## src/hw/rtl/pfa_pkg.sv

```systemverilog
package pfa_pkg;

  // Default sizes of the frame table and of the swap area.
  localparam int unsigned FramesDef    = 256;
  localparam int unsigned SwapSlotsDef = 1024;

  // Bitmaps are kept in memory rows of this many bits.
  localparam int unsigned RowBits  = 32;
  localparam int unsigned RowShift = 5;

  localparam int unsigned FreeW = 9;
  localparam logic [FreeW-1:0] FreeSat = 9'd511;

  localparam logic [1:0] CmdAlloc   = 2'd0;
  localparam logic [1:0] CmdFree    = 2'd1;
  localparam logic [1:0] CmdRelease = 2'd2;

  localparam logic [1:0] StatOk        = 2'd0;
  localparam logic [1:0] StatAllPinned = 2'd1;
  localparam logic [1:0] StatSwapFull  = 2'd2;

  typedef struct packed {
    logic [1:0]  cmd;
    logic        pin;
    logic [31:0] owner_tag;
    logic [7:0]  frame_index;
    logic [9:0]  slot_index;
  } in_t;

  typedef struct packed {
    logic [1:0]       status;
    logic [7:0]       granted_frame;
    logic             evicted;
    logic [31:0]      evicted_owner;
    logic [9:0]       swap_slot;
    logic [FreeW-1:0] free_frames;
  } out_t;

  typedef struct packed {
    logic                hit;
    logic [RowShift-1:0] pos;
  } first_t;

  // Lowest set bit of one bitmap row.
  function automatic first_t find_first(input logic [RowBits-1:0] bits);
    first_t r;
    r = '0;
    for (int i = RowBits - 1; i >= 0; i--) begin
      if (bits[i]) begin
        r.hit = 1'b1;
        r.pos = RowShift'(i);
      end
    end
    return r;
  endfunction

endpackage

```

## src/hw/rtl/pfa_outreg.sv

```systemverilog
module pfa_outreg (
  input  logic          clk_i,
  input  logic          rst_ni,
  input  logic          push_i,
  input  pfa_pkg::out_t data_i,
  output logic          ready_o,
  output logic          valid_o,
  input  logic          stall_i,
  output pfa_pkg::out_t data_o
);
  import pfa_pkg::*;

  logic valid_q, valid_d;
  out_t data_q;

  // The register can take a new result when it is empty or drained this cycle.
  assign ready_o = !valid_q || !stall_i;

  always_comb begin
    valid_d = valid_q;
    if (ready_o) begin
      valid_d = push_i;
    end
  end

  always_ff @(posedge clk_i or negedge rst_ni) begin
    if (!rst_ni) begin
      valid_q <= 1'b0;
    end else begin
      valid_q <= valid_d;
    end
  end

  always_ff @(posedge clk_i) begin
    if (push_i && ready_o) begin
      data_q <= data_i;
    end
  end

  assign valid_o = valid_q;
  assign data_o  = data_q;

endmodule

```

## config.mk

```make
export PLATFORM = sky130hd
export DESIGN_NAME = pfa_outreg
export DESIGN_NICKNAME = d
export VERILOG_FILES = /design/src/hw/rtl/pfa_pkg.sv /design/src/hw/rtl/pfa_outreg.sv
export SDC_FILE = /design/constraint.sdc
export NUM_CORES = 1
export LEC_CHECK = 0
export BUFFER_PORTS_ARGS = -buffer_cell sky130_fd_sc_hd__buf_2
export CAP_MARGIN = 10
export CORE_AREA = 4 4 70 85
export CTS_BUF_LIST = sky130_fd_sc_hd__clkbuf_4
export CTS_CLUSTER_SIZE = 8
export DETAILED_ROUTE_END_ITERATION = 10
export DIE_AREA = 0 0 74 89
export HOLD_SLACK_MARGIN = 0.05
export PLACE_DENSITY_LB_ADDON = 0.3
export REMOVE_ABC_BUFFERS = 1
export SETUP_SLACK_MARGIN = 0.2
export SLEW_MARGIN = 20
export SYNTH_ARGS = -nofsm -noshare
export SYNTH_HDL_FRONTEND = slang
export SYNTH_SLANG_ARGS = --single-unit
export TNS_END_PERCENT = 10
```

## constraint.sdc

```tcl
create_clock -name clk_i -period 2.6 [get_ports clk_i]
set_input_delay 0.13 -clock clk_i [delete_from_list [all_inputs] [get_ports clk_i]]
set_output_delay 0.13 -clock clk_i [all_outputs]
set_load 0.02 [all_outputs]
```

==> flow_summary.ini, run 1 <==
[floorplan]
initial_core_util = 0.3680
die_y_um = 89
dieArea_mm2 = 0.006586
fp-row-count = 29
dieWidth_um = 74
io_pins = 130
core_area_mm2 = 0.005189

[pwr]
seqPwrFrac = 0.595
combPwrFrac = 0.141
p_int_w = 0.001552
ir_drop_uv = 367.5
p_leak_nw = 1.474
power.switching_w = 0.0004567
clockPowerShare = 0.264
p_per_area_mw_per_mm2 = 586.9
netSwitchingFraction = 0.2274
power_w = 0.002008

[yosys]
synth_compound_area_frac = 0.009830
syn_area_per_cell_um2 = 28.93
synth_fa_ha_area_frac = 0
synth.top_cell.area_share = 0.9751
synth_cells = 66
synth_xor_area_frac = 0
yosysTopAreaCell = edfxtp_1
synth_top_family_by_area = compound AO/OA/AOI/OAI gates
ys_seq_elements = 63
synthesis.area_mm2 = 0.001909
netlist_top_cells_area = edfxtp_1 98%, dfrtp_1 1.3%, a21boi_2 0.59%
synthSimpleGateAreaFrac = 0.001966
yosysWarnings = 0
synthMuxAreaShare = 0
seq_area_frac_synth = 0.9882
synth_cell_types = 5

[grt]
grt_pass1_vias = 1535
grt_antenna_before_repair = 0
grt_usage = 0.1585
grt.overflow.total = 0
grt_pass1_wl_um = 7362
grt_max_degree = 37

[clock_network]
cts.htree.levels = 3
insertion_delay_ns = 0.37
cts_buffer_depth = 2
clk_pin_slew_worst_paths_ns = 0.09
cts_buffers = 9
cts_tree = done
cts_root_buf = clkbuf_4
cts_num_sinks = 63

[run]
maxCapViolCount = 0

[timing]
period_minus_slack_ns = 1.380
relSlewSlack = 0.7067
finalClockSkew_ns = 0.007735
fin_ws_ns = 1.220
tightest_slew_ns = 0.4399
finalCritPeriodShare = 0.5306
hold_violations = 0
max_freq_mhz = 724.8
grt_setup_unrepaired = false
drv_slew = 0
setup_viol = 0

[cells_and_area]
multiInputGateArea_um2 = 30.03
fin_util = 0.6595
regArea_mm2 = 0.001887
area_growth_pct = 79.23
num_antenna_cells = 0
drive_gt1_frac = 0.5252
fin_nets = 340
fillerInstances = 387

[critical_path]
arrival_ns = 1.40
worstPathRequired_ns = 2.62
end_kind = flop
start_kind = flop
crit_path_max_fanout = 36
crit_type = reg2reg

[outcome]
outcome = completed

[route]
vias_per_cell = 4.226
drt-pass1-iter-count = 4
ant_nets = 0
wl_per_cell_um = 15.26
initialDrtViolationCount = 71
drc = 0
drt-total-wl_um = 5187
vias = 1437

[place]
place_congestion = 0.6396
portBuffers = 129
place_ws_ns = 1.225

[hold_path]
min-delay-path-class = in2reg
-- per-layer routing --
metal | GRT usage | wire, um | up-vias
li1 | - | - | 685
met1 | 0.1367 | 1570 | 666
met2 | 0.3089 | 3122 | 72
met3 | 0.02925 | 295 | 14
met4 | 0.1219 | 199 | 0
met5 | 0 | 0 | -
-- cells by family (layout without fill, tap and decap cells) --
group / Yosys count / count (layout)
buffers and inverters: 0 / 212
AND/OR/NAND/NOR: 1 / 1
flip-flops: 63 / 63
AO/OA/AOI/OAI: 2 / 2
-- cell usage after synthesis --
library cell	count
edfxtp_1	62
a21o_1	1
nand2_1	1
a21boi_2	1
dfrtp_1	1
-- flip-flops by register name, summed over array words and instances (netlist names) --
name	count
valid_o	1
data_o	62
-- through the flow --
step | TNS, ns | hold WS [ns] | std cells | instance area (um^2)
after global routing | 0 | 0.3868 | 340 | 3422
after CTS | 0 | 0.3523 | 340 | 3422
after floorplan | -1.851 | -0.1656 | 66 | 1909
final | 0 | 0.3788 | 340 | 3422
after global placement | 0 | -0.09289 | 259 | 2655
after detailed placement | 0 | -0.09319 | 259 | 2655
-- what timing repair did --
action	4_1_cts	5_1_grt
gates resized for setup	0	0
hold endpoints to repair	64	0
setup buffers	0	0
hold buffers	66	0
-- worst paths after layout --
path	from	endpoint	slack (ns)	depth (start not counted)
max	valid_o	data_o[34]	1.22	2
min	stall_i	data_o[23]	0.38	3
max reg2reg	valid_o	data_o[34]	1.22	2
min reg2reg	valid_o	data_o[23]	0.94	2
max in group asynchronous	rst_ni	valid_o	1.86	3
min in group asynchronous	rst_ni	valid_o	0.62	3
-- worst max-delay path, stage by stage, from the launching register on --
cell and delay, ns:
dfrtp_1 0.44, a21boi_4 0.18, buf_4 0.41
-- power by group through the flow --
| stage | combinational (W) | sequential [W] | clock, W |
|---|---|---|---|
| CTS | 0.000283 | 0.00120 | 0.000555 |
| detailed placement | 0.000205 | 0.00122 | 0 |
| floorplan | 0.0000211 | 0.00129 | 0 |
| finish | 0.000283 | 0.00120 | 0.000530 |
| global route | 0.000302 | 0.00120 | 0.000600 |
| global placement | 0.000201 | 0.00122 | 0 |
-- placed cells by master (no fill, tap or decap) --
| cell type | count |
|---|---|
| nand2_1 | 1 |
| clkinv_2 | 1 |
| buf_2 | 129 |
| a21boi_4 | 1 |
| clkbuf_4 | 13 |
| dlygate4sd3_1 | 66 |
| edfxtp_1 | 62 |
| a21o_1 | 1 |
| clkinv_1 | 1 |
| dfrtp_1 | 1 |
| buf_4 | 2 |
-- final cells by class --
class                           instances  share of cell area
Clock buffer                           13             0.02852
Sequential cell                        63              0.5514
Clock inverter                          2            0.002559
Multi-Input combinational cell          3            0.008775
Tap cell                               62             0.02267
Timing Repair Buffer                  197              0.3861
No activity file was read; power rests on OpenSTA's default activity.
==> inputs of run 2 (changes only) <==
--- a/config.mk
+++ b/config.mk
@@ -7,11 +7,11 @@
 export LEC_CHECK = 0
 export BUFFER_PORTS_ARGS = -buffer_cell sky130_fd_sc_hd__buf_2
 export CAP_MARGIN = 10
-export CORE_AREA = 4 4 70 85
+export CORE_AREA = 4 4 67 81
 export CTS_BUF_LIST = sky130_fd_sc_hd__clkbuf_4
 export CTS_CLUSTER_SIZE = 8
 export DETAILED_ROUTE_END_ITERATION = 10
-export DIE_AREA = 0 0 74 89
+export DIE_AREA = 0 0 71 85
 export HOLD_SLACK_MARGIN = 0.05
 export PLACE_DENSITY_LB_ADDON = 0.3
 export REMOVE_ABC_BUFFERS = 1
==> constraint.sdc (replaced) <==
create_clock -name clk_i -period 1.4 [get_ports clk_i]
set_input_delay 0.07 -clock clk_i [delete_from_list [all_inputs] [get_ports clk_i]]
set_output_delay 0.07 -clock clk_i [all_outputs]
set_load 0.02 [all_outputs]
==> flow_summary.ini, run 2 (same netlist as run 1, synthesis figures left out) <==
[clock_network]
cts_buffers = 9
cts_root_buf = clkbuf_4
clk_pin_slew_worst_paths_ns = 0.09
cts_buffer_depth = 2
cts_num_sinks = 63
cts_tree = done
insertion_delay_ns = 0.38
cts.htree.levels = 3

[cells_and_area]
largest_register_ffs = 62
final_cell_area_mm2 = 0.003557
fin_nets = 347
area_growth_pct = 86.30
final_common_cell = buf_2
layout_common_cells = 129 x buf_2, 66 x dlygate4sd3_1, 62 x edfxtp_1, 12 x clkbuf_4, 4 x buf_6
num_antenna_cells = 0
fillerInstances = 285
drive_gt1_frac = 0.5423

[timing]
tightest_slew_ns = 0.1451
finalCritPeriodShare = 0.8664
drv_slew = 0
period_minus_slack_ns = 1.213
hold_violations = 0
grt_setup_unrepaired = true
finalClockSkew_ns = 0.009067
relSlewSlack = 0.9030
setup_viol = 0
max_freq_mhz = 824.4

[critical_path]
reg2reg_from = valid_o
r2r-end = data_o[56]
crit_type = reg2reg
cp_slowest_stage_delay_ns = 0.45
start_kind = flop
worstPathRequired_ns = 1.51
crit_chain = a21boi_4 -> buf_6 -> clkbuf_16
rrSetupSlack_ns = 0.19
slowest_stage = dfrtp_2
r2r_cells = 3
crit_path_max_fanout = 8
arrival_ns = 1.32
end_kind = flop

[grt]
grt_max_degree = 34
grt_antenna_before_repair = 0
grt_pass1_wl_um = 8031
grt_pass1_vias = 1607
grt_usage = 0.1814
grt.overflow.total = 0

[route]
wl_per_cell_um = 15.69
drt-pass1-iter-count = 4
vias = 1445
drc = 0
drt-total-wl_um = 5365
vias_per_cell = 4.225
initialDrtViolationCount = 62
ant_nets = 0

[place]
dpl_cell_area_mm2 = 0.002675
place_congestion = 0.6792
portBuffers = 129

[hold_path]
hold_end = data_o[45]
hp-start = data_i[45]
min-delay-path-class = in2reg
hold_depth = 2

[floorplan]
dieArea_mm2 = 0.006035
fp-row-count = 27
io_pins = 130
die_y_um = 85
initial_core_util = 0.4156
core_area_mm2 = 0.004594
dieWidth_um = 71

[run]
maxCapViolCount = 0

[pwr]
power_w = 0.003764
p_leak_nw = 1.540
ir_drop_uv = 997.1
p_per_area_mw_per_mm2 = 1058

[outcome]
outcome = completed
==> run 2: cell count changes in the layout (fill, tap and decap cells not counted), sizes merged <==
cell    previous run  this run
clkbuf            13        15
buf              131       135
==> run 2: timing repair <==
item / CTS / global route
endpoints found under the setup margin: 33 / 63
hold endpoints to repair: 64 / 0
pin swaps: 0 / 1
gates cloned: 0 / 5
setup buffers: 0 / 2
hold buffers: 66 / 0
gates resized for setup: 0 / 3
==> run 2: how the worst max path moves through the flow <==
stage	start	cells past startpoint	slack, ns	endpoint
after detailed placement	valid_o	2	0.19	data_o[58]
after global routing	valid_o	3	0.15	data_o[58]
after CTS	valid_o	2	0.19	data_o[0]
after global placement	valid_o	2	0.21	data_o[58]
after floorplan	valid_o	1	-1.23	data_o[0]
final	valid_o	3	0.19	data_o[56]
==> run 2: worst max-delay path, delay by kind of cell (launching register included) <==
family / cells / cell delay, ns
AO/OA/AOI/OAI: 1 / 0.17
buffers and inverters: 2 / 0.32
flip-flops: 1 / 0.45
==> run 2: power by group <==
group / internal [W] / total [W] / switching (W)
combinational: 0.000306 / 0.000588 / 0.000282
clock: 0.000402 / 0.000956 / 0.000554
sequential: 0.00219 / 0.00222 / 0.0000256
==> run 2: metrics by stage <==
| step | util | worst slack (ns) | instances | setup TNS [ns] | hold slack [ns] |
|---|---|---|---|---|---|
| after floorplan | - | -1.230 | 66 | -76.25 | -0.2256 |
| after global placement | 0.5822 | 0.2103 | 255 | 0 | -0.1516 |
| after detailed placement | 0.5822 | 0.1894 | 255 | 0 | -0.1487 |
| after CTS | 0.7478 | 0.1858 | 335 | 0 | 0.3646 |
| after global routing | 0.7742 | 0.1517 | 342 | 0 | 0.3755 |
| final | 0.7742 | 0.1870 | 342 | 0 | 0.3941 |
==> run 2: area by class of cell <==
cell class / instances / area (um^2) / area share
Tap cell: 58 / 72.57 / 0.02040
Sequential cell: 63 / 1888 / 0.5308
Timing Repair Buffer: 204 / 1466 / 0.4122
Multi-Input combinational cell: 3 / 30.03 / 0.008442
Clock buffer: 12 / 90.09 / 0.02533
Clock inverter: 2 / 10.01 / 0.002814
==> run 2: per-layer routing <==
layer  wire length, um  global-route usage
met1              1851              0.1793
met2              2794              0.3232
met3               606             0.07109
met4               113             0.09402
met5                 0                   0
