[config.mk]
export PLATFORM = sky130hd
export DESIGN_NAME = pfa_ram
export DESIGN_NICKNAME = d
export VERILOG_FILES = /design/src/hw/rtl/pfa_ram.sv
export SDC_FILE = /design/constraint.sdc
export NUM_CORES = 1
export LEC_CHECK = 0
export BUFFER_PORTS_ARGS = -buffer_cell sky130_fd_sc_hd__buf_2
export CAP_MARGIN = 20
export CELL_PAD_IN_SITES_DETAIL_PLACEMENT = 0
export CELL_PAD_IN_SITES_GLOBAL_PLACEMENT = 1
export CORE_ASPECT_RATIO = 0.75
export CORE_UTILIZATION = 41
export DETAILED_ROUTE_END_ITERATION = 16
export GPL_ROUTABILITY_DRIVEN = 0
export GPL_TIMING_DRIVEN = 0
export PLACE_DENSITY = 0.73
export SLEW_MARGIN = 20
export SYNTH_ARGS = -nofsm -noshare
export SYNTH_HDL_FRONTEND = slang
export SYNTH_SLANG_ARGS = --single-unit
[constraint.sdc]
create_clock -name clk_i -period 2.1 [get_ports clk_i]
set_input_delay 0.105 -clock clk_i [delete_from_list [all_inputs] [get_ports clk_i]]
set_output_delay 0.105 -clock clk_i [all_outputs]
set_load 0.02 [all_outputs]
[src/hw/rtl/pfa_ram.sv]
module pfa_ram #(
  parameter int unsigned Width = 32,
  parameter int unsigned Depth = 2,
  localparam int unsigned AddrW = (Depth > 1) ? $clog2(Depth) : 1
) (
  input  logic             clk_i,
  input  logic             we_i,
  input  logic [AddrW-1:0] waddr_i,
  input  logic [Width-1:0] wdata_i,
  input  logic [AddrW-1:0] raddr_i,
  output logic [Width-1:0] rdata_o
);

  logic [Width-1:0] mem_q [Depth];
  logic [Width-1:0] rdata_q;

  always_ff @(posedge clk_i) begin
    if (we_i) begin
      mem_q[waddr_i] <= wdata_i;
    end
    rdata_q <= mem_q[raddr_i];
  end

  assign rdata_o = rdata_q;

endmodule

==> results of run 1 <==
-- layout make-up --
cell class	count	area [µm²]	share of cell area [%]
repair buffers	100	706	17.0
flip-flops and latches	96	2560	61.9
plain buffers	4	71.3	1.72
multi-input cells	34	494	11.9
well taps	101	126	3.05
clock inverters	7	56.3	1.36
clock buffers	9	124	2.99
-- routing by layer --
metal	track usage [%]	vias to the layer above
met5	0	-
met1	15.1	698
met2	20.7	55
met4	5.14	0
li1	-	722
met3	6.40	5
-- layout by cell type (no fill, tap or decap) --
cell,count
inv_6,1
clkinv_1,1
dlygate4sd3_1,32
nor2b_4,1
inv_8,1
edfxtp_1,64
buf_2,66
clkbuf_8,9
mux2_2,2
buf_12,3
clkinv_4,2
clkinvlp_4,2
dfxtp_1,32
buf_6,1
buf_16,2
and2_2,1
mux2_4,30
-- cell usage after synthesis, drive strengths merged --
cell / count
edfxtp: 64
mux2: 32
dfxtp: 32
and2: 1
nor2b: 1
buf: 4
-- state kept, by name (all words and copies together), names as in the netlist --
register,cells
rdata_o,32
mem_q,64
-- per-stage QoR --
stage | std cells | area [µm²] | util (%) | hold slack [ps]
detailed placement | 303 | 3640 | 49.4 | 296
global placement | 301 | 3580 | 48.6 | 292
floorplan | 134 | 3120 | - | 204
CTS | 351 | 4140 | 56.2 | 35.0
finish | 351 | 4140 | 56.2 | 49.7
global route | 351 | 4140 | 56.2 | 32.7
-- cell families (layout without fill, tap and decap cells) --
logic type / after synthesis / count (layout) / share of synthesized area, %
muxes: 32 / 32 / 15.2
and+or+nand+nor: 2 / 2 / 0.401
DFF: 96 / 96 / 82.1
buffers and inverters: 4 / 120 / 2.29
-- final timing paths --
check,to,cells after the start,slack [ps]
min,rdata_o[30],2,50
min reg2reg,rdata_o[14],1,480
max reg2reg,rdata_o[17],1,1340
max,rdata_o[27],1,1140
-- power by group through the flow --
| stage | logic, mW | registers (mW) | clock network (mW) |
|---|---|---|---|
| floorplan | 0.132 | 2.31 | 0 |
| global placement | 0.316 | 2.24 | 0 |
| detailed placement | 0.335 | 2.24 | 0 |
| CTS | 0.382 | 2.20 | 1.11 |
| global route | 0.407 | 2.21 | 1.20 |
| finish | 0.378 | 2.20 | 1.07 |
==> reports/metrics.csv, run 1 <==
metric,value,unit
synth_area_leaders,"edfxtp_1 62%, dfxtp_1 21%, mux2_4 14%, buf_12 1.9%, mux2_2 0.72%",
drive_gt1_share,48.4,%
critPathKind,reg -> out,
tritoncts,yes,
pwr-share-clk,29.3,%
wl_met2,2250,µm
p_switching,0.833,mW
grt_max_degree,20,
dr.pass1.iters,3,
ys_warn_count,0,
cts_buffer_depth,2,
yosys.area.top_type_share,61.6,%
fillers,612,
avgSynthCellArea,23.3,µm²
io_buffers,66,
p_seq_share,60.3,%
hold_path.class,in -> reg,
worstPathMaxFanout,1,
cts.sinks,96,
rsz0062_at_grt,false,
fin_setup_tns,0,ps
p_comb_share,10.4,%
clkLatencyLatePin,350,ps
p_per_area,879,nW/µm²
hold_buffers,32,
irDropWorstVdd,460,µV
die-height,77.5,µm
crit_path_start_kind,flip-flop,
place_ws,895,ps
crit_chain,buf_2,
syn_area,3120,µm²
top_layer,met4,
end_kind,output port,
ant_nets,0,
routedWlPerCell,13.0,µm
met1_length,1920,µm
grt_pass1_vias,1492,
grtUsageTotal,13.0,%
p_leak,1.67,nW
slew_headroom,65.9,%
crit_required,2000,ps
routed_wl,4550,µm
cp_slowest_stage_delay,340,ps
nets,281,
finalMaxSlewViolations,0,
synth_top_cell_by_area,edfxtp_1,
status,"finished, final reports clean",
clkSlewWorstSetupHoldPaths,90,ps
vias,1480,
yosysSeqAreaShare,82.2,%
hp-start,raddr_i,
numCtsBuffers,9,
syn_nets,170,
fp-row-count,27,
gr-total-overflow,0,
io_pins,68,
die_w,103,µm
start_util,42.4,%
worst_pin_slew,510,ps
synth_cell_type_count,8,
htreeDepth,3,
core_area,7360,µm²
synthToLayoutAreaGrowth,32.7,%
cts.repair.resized,0,
period_share,45.6,%
cp_slowest_cell,dfxtp_1,
setup_viol,0,
grt_antenna_before_repair,0,
post-cts-setup-buffers,0,
fmax,1040,MHz
hold_violations,0,
die-area,7960,µm²
finalWorstSetupSlack,1140,ps
wl_met3,333,µm
finClkSkew,6.20,ps
path_buf_inv,1,
drtIter0Drc,18,
synth_cells,134,
arrival,850,ps
drc_errors,0,
cp-startpoint,rdata_o[27],
min_period,958,ps
grt_pass1_wl,7180,µm
drt-vias-per-instance,4.22,
p_sw_share,22.9,%
diodes,0,
p_total,3.64,mW
ys_ff_latch,96,
r2r_start,mem_q[0][17],
p_int,2.81,mW
max_cap_viol_count,0,
clockRootBuffer,clkbuf_8,
cp_top_family,flip-flops,
Note: power is estimated with default switching activity, not from simulation.
==> run 2, diff against run 1 <==
--- a/config.mk
+++ b/config.mk
@@ -10,11 +10,11 @@
 export CELL_PAD_IN_SITES_DETAIL_PLACEMENT = 0
 export CELL_PAD_IN_SITES_GLOBAL_PLACEMENT = 1
 export CORE_ASPECT_RATIO = 0.75
-export CORE_UTILIZATION = 41
+export CORE_UTILIZATION = 45
 export DETAILED_ROUTE_END_ITERATION = 16
 export GPL_ROUTABILITY_DRIVEN = 0
 export GPL_TIMING_DRIVEN = 0
-export PLACE_DENSITY = 0.73
+export PLACE_DENSITY = 0.76
 export SLEW_MARGIN = 20
 export SYNTH_ARGS = -nofsm -noshare
 export SYNTH_HDL_FRONTEND = slang
==> constraint.sdc (replaced) <==
create_clock -name clk_i -period 0.9 [get_ports clk_i]
set_input_delay 0.045 -clock clk_i [delete_from_list [all_inputs] [get_ports clk_i]]
set_output_delay 0.045 -clock clk_i [all_outputs]
set_load 0.02 [all_outputs]
==> reports/metrics.csv, run 2 (synthesized netlist as in run 1, its figures left out) <==
metric,value,unit,change
routed_wl,4880,µm,+7.2%
io_buffers,66,,unchanged
tritoncts,yes,,
drc_errors,4,,+4
irDropWorstVdd,1040,µV,+130%
min_period,855,ps,
crit_path_start_kind,flip-flop,,
path_buf_inv,1,,unchanged
final_common_cell,edfxtp_1,,
diodes,0,,unchanged
fmax,1170,MHz,
fin_setup_tns,0,ps,unchanged
r2r_start,mem_q[1][23],,
dr.pass1.iters,12,,+9
cp_slowest_cell,dfxtp_1,,
final_area,4220,µm²,+2.0%
p_leak,1.70,nW,+1.7%
drt-vias-per-instance,4.56,,+8.1%
regMostFlops,mem_q,,
hold_violations,0,,unchanged
finalWorstSetupSlack,45.0,ps,-1100 ps
gr-total-overflow,0,,unchanged
crit_required,850,ps,-1150 ps
start_util,47.9,%,+5.6 points
synthToLayoutAreaGrowth,35.4,%,
grt_pass1_vias,1541,,+3.3%
numCtsBuffers,9,,unchanged
htreeDepth,3,,unchanged
ant_nets,0,,unchanged
hp-start,raddr_i,,
nets,281,,unchanged
grtUsageTotal,14.4,%,+1.3 points
dp_cells,281,,-7.3%
cp_top_family,flip-flops,,
p_total,8.77,mW,+140%
cts_buffer_depth,2,,unchanged
io_pins,68,,unchanged
hold_path.class,in -> reg,,
slew_headroom,64.1,%,-1.8 points
drtIter0Drc,35,,+17
cts.sinks,96,,unchanged
vias,1509,,+2.0%
core_area,6510,µm²,-12%
critPathKind,reg -> out,,
drive_gt1_share,50.8,%,+2.4 points
period_share,95.0,%,
fp-row-count,25,,-7.4%
finClkSkew,9.88,ps,+3.68 ps
grt_pass1_wl,7290,µm,+1.5%
clkSlewWorstSetupHoldPaths,90,ps,about the same
setup_viol,0,,unchanged
worst_pin_slew,537,ps,+26.5 ps
clkLatencyLatePin,350,ps,about the same
clockRootBuffer,clkbuf_8,,
grt_max_degree,33,,+65%
end_kind,output port,,
die-area,7270,µm²,-8.7%
crit_chain,buf_4,,
routedWlPerCell,14.7,µm,+14%
post-cts-setup-buffers,0,,unchanged
arrival,810,ps,-40 ps
cp-startpoint,rdata_o[17],,
die-height,74.1,µm,-4.4%
die_w,98.1,µm,-4.5%
violations,design-rule violations,,
place_ws,-463,ps,-1360 ps
finalMaxSlewViolations,0,,unchanged
final_cells,331,,-5.7%
worstPathMaxFanout,1,,unchanged
layout_common_cells,"64 x edfxtp_1, 34 x buf_2, 33 x dlygate4sd3_1",,
max_cap_viol_count,0,,unchanged
largest_reg_flops,64,,unchanged
dp_hpwl,2710,µm,
placed_area,3560,µm²,-2.2%
grt_antenna_before_repair,0,,unchanged
cp_slowest_stage_delay,330,ps,about the same
p_per_area,2080,nW/µm²,+140%
status,"complete, but fails checks",,
## run 2: routing by layer
metal / GRT usage (%) / part of all wire [%] / vias up
met5: 0 / 0 / -
met4: 5.47 / 1.4 / 0
met3: 7.42 / 5.8 / 9
met2: 23.9 / 48 / 50
met1: 16.1 / 44 / 727
li1: - / - / 723
## run 2: layout make-up
class / count / area (µm²)
flip-flops and latches: 96 / 2570
fillers: 454 / 2280
repair buffers: 99 / 782
multi-input cells: 35 / 509
clock buffers: 13 / 139
well taps: 81 / 101
plain buffers: 4 / 71.3
clock inverters: 3 / 45.0
## run 2: through the flow
step	utilization (%)	hold slack (ps)
detailed placement	54.7	236
global route	64.9	108
floorplan	-	144
global placement	54.7	232
CTS	62.9	116
finish	64.9	126
## run 2: power by group
part	internal, mW	switching, mW
Sequential	5.06	0.0962
Combinational	0.558	0.415
Clock	1.29	1.36
## run 2: path summary, 6_finish.rpt
path                  to  slack (ps)  cells past startpoint
min          rdata_o[25]         130                      3
max reg2reg  rdata_o[23]         120                      1
min reg2reg   rdata_o[2]         470                      1
max          rdata_o[17]          40                      1
## run 2: repair_timing
action / 4_1_cts / 5_1_grt
setup endpoints to repair: 34 / 32
resized for setup: 3 / 51
hold endpoints to repair: 66 / 0
cloned: 1 / 0
hold buffers: 33 / 0
==> run 3, diff against run 2 <==
--- a/config.mk
+++ b/config.mk
@@ -5,16 +5,17 @@
 export SDC_FILE = /design/constraint.sdc
 export NUM_CORES = 1
 export LEC_CHECK = 0
+export ABC_AREA = 1
 export BUFFER_PORTS_ARGS = -buffer_cell sky130_fd_sc_hd__buf_2
 export CAP_MARGIN = 20
 export CELL_PAD_IN_SITES_DETAIL_PLACEMENT = 0
 export CELL_PAD_IN_SITES_GLOBAL_PLACEMENT = 1
 export CORE_ASPECT_RATIO = 0.75
-export CORE_UTILIZATION = 45
+export CORE_UTILIZATION = 43
 export DETAILED_ROUTE_END_ITERATION = 16
 export GPL_ROUTABILITY_DRIVEN = 0
 export GPL_TIMING_DRIVEN = 0
-export PLACE_DENSITY = 0.76
+export PLACE_DENSITY = 0.77
 export SLEW_MARGIN = 20
 export SYNTH_ARGS = -nofsm -noshare
 export SYNTH_HDL_FRONTEND = slang
==> reports/metrics.csv, run 3 <==
metric,value,unit,change
status,"finished, final reports clean",,
clkLatencyLatePin,350,ps,about the same
cp_top_family,flip-flops,,
synth_cells,204,,+52%
synth_common_cells,"87 x nand2_1, 64 x edfxtp_1, 32 x dfxtp_1, 10 x nand2_2",,
ant_nets,0,,unchanged
regMostFlops,mem_q,,
htreeDepth,3,,unchanged
worst_pin_slew,532,ps,-4.24 ps
synthToLayoutAreaGrowth,38.3,%,
end_kind,output port,,
worst-path-stages,1,,unchanged
synth_edf_count,64,,unchanged
critPathKind,reg -> out,,
p_seq_share,55.0,%,-3.7 points
die-area,7480,µm²,+2.9%
diodes,0,,unchanged
grt_pass1_wl,7740,µm,+6.1%
start_util,44.7,%,-3.2 points
routedWlPerCell,12.2,µm,-17%
post-cts-setup-buffers,0,,unchanged
p_per_area,2200,nW/µm²,+6.0%
die-height,75.2,µm,+1.4%
grt_pass1_vias,1649,,+7.0%
worstPathMaxFanout,1,,unchanged
ys_warn_count,0,,unchanged
gr-total-overflow,0,,unchanged
die_w,99.6,µm,+1.4%
cp_slowest_stage_delay,330,ps,about the same
hold_violations,0,,unchanged
fmax,1150,MHz,-1.7%
hold_ws,228,ps,+102 ps
ys_ff_latch,96,,unchanged
cts.sinks,96,,unchanged
routed_wl,5100,µm,+4.6%
core_area,6860,µm²,+5.5%
drive_gt1_share,35.2,%,-16 points
final_cells,419,,+27%
setup_viol,0,,unchanged
io_pins,68,,unchanged
period_share,96.6,%,+1.6 points
clockRootBuffer,clkbuf_8,,
crit_chain,buf_4,,
nets,352,,+25%
grt_antenna_before_repair,0,,unchanged
final_common_cell,nand2_1,,
synth_top_cell_by_area,edfxtp_1,,
min_period,870,ps,+14.6 ps
cts_buffer_depth,2,,unchanged
grtUsageTotal,14.5,%,+0.11 points
dr.pass1.iters,4,,-8
avgSynthCellArea,15.0,µm²,-35%
largest_reg_flops,64,,unchanged
pwr-share-clk,35.6,%,+5.4 points
crit_path_start_kind,flip-flop,,
p_leak,1.77,nW,+4.3%
synth_area_leaders,"edfxtp_1 63%, dfxtp_1 21%, nand2_1 11%, nand2_2 2.0%, clkbuf_8 1.3%",,
p_sw_share,21.6,%,+0.35 points
vias,1772,,+17%
dp_hpwl,2770,µm,+2.1%
numCtsBuffers,9,,unchanged
syn_nets,240,,+41%
grt_max_degree,17,,-48%
slew_headroom,64.4,%,+0.27 points
hold_path.class,in -> reg,,
clkSlewWorstSetupHoldPaths,90,ps,about the same
worstRegToRegCells,2,,+1
finalMaxSlewViolations,0,,unchanged
irDropWorstVdd,1130,µV,+8.3%
postLayoutCoreUtil,61.8,%,-3.1 points
p_comb_share,9.4,%,-1.7 points
arrival,820,ps,about the same
dp_cells,368,,+31%
yosysSeqAreaShare,83.5,%,+1.3 points
max_cap_viol_count,0,,unchanged
cp_slowest_cell,dfxtp_2,,
syn_area,3070,µm²,-1.6%
tritoncts,yes,,
drt-vias-per-instance,4.23,,-7.2%
finClkSkew,4.78,ps,-5.10 ps
drc_errors,0,,-4
synthFlopType,edfxtp_1,,
path_buf_inv,1,,unchanged
p_int,7.32,mW,+6.0%
crit_required,850,ps,about the same
post-synth-top-count-cell,nand2_1,,
io_buffers,66,,unchanged
postSynth.asyncResetShare,0,%,unchanged
p_switching,2.02,mW,+8.2%
fp-row-count,26,,+4.0%
layout_common_cells,"86 x nand2_1, 64 x edfxtp_1, 43 x buf_2",,
whs_path_depth,3,,unchanged
yosys.area.top_type_share,62.6,%,+1.0 points
fin_setup_tns,0,ps,unchanged
synth_cell_type_count,10,,+2
drtIter0Drc,38,,+8.6%
[run 3: layout make-up]
| cell class | instances | area [µm²] |
|---|---|---|
| Fill cell | 529 | 2620 |
| Tap cell | 98 | 123 |
| Timing Repair Buffer | 99 | 741 |
| Inverter | 3 | 35.0 |
| Buffer | 7 | 95.1 |
| Clock buffer | 10 | 128 |
| Sequential cell | 96 | 2570 |
| Multi-Input combinational cell | 99 | 428 |
| Clock inverter | 6 | 115 |
| Timing Repair inverter | 1 | 7.51 |
[run 3: worst paths after layout]
kind	startpoint	to	slack, ps
min reg2reg	mem_q[0][22]	rdata_o[22]	440
max reg2reg	mem_q[1][15]	rdata_o[15]	270
min	we_i	mem_q[0][18]	230
max	rdata_o[15]	rdata_o[15]	30
[run 3: worst min-delay path: cells and delay by family]
kind	cells	cell delay (ps)
buffers and inverters	2	260
and+or+nand+nor	1	90
[run 3: power groups by stage]
stage                     registers, mW  clock network (mW)  logic [mW]
after floorplan                    5.39                   0       0.241
after global placement             5.22                   0       0.686
after detailed placement           5.22                   0       0.698
after CTS                          5.12                3.39       0.829
after global routing               5.17                3.56       0.958
final                              5.14                3.32       0.880
[run 3: through the flow]
step	cell area [µm²]	worst slack [ps]	total power [mW]
3_5_place_dp	3560	-590	5.92
4_1_cts	4160	3.08	9.34
2_1_floorplan	3110	-50.6	5.63
6_report	4240	30.3	9.34
3_3_place_gp	3560	-587	5.90
5_1_grt	4240	-1.78	9.68
[run 3: kinds of logic after synthesis]
logic type / count (synthesis) / synth area share [%]
simple gates: 98 / 12.8
flops: 96 / 83.5
buf+inv: 10 / 3.71
[run 3: metal layers]
layer / GRT usage (%) / routed length, µm / vias to the layer above
met5: 0 / 0 / -
met4: 6.54 / 61 / 0
met3: 5.76 / 298 / 7
met2: 23.8 / 2450 / 60
met1: 17.2 / 2290 / 806
li1: - / - / 899
[run 3: repair_timing]
action	4_1_cts	5_1_grt
pin swaps	1	0
gates resized for setup	5	34
hold buffers	33	0
cloned	2	0
hold endpoints to repair	67	0
setup endpoints to repair	67	23
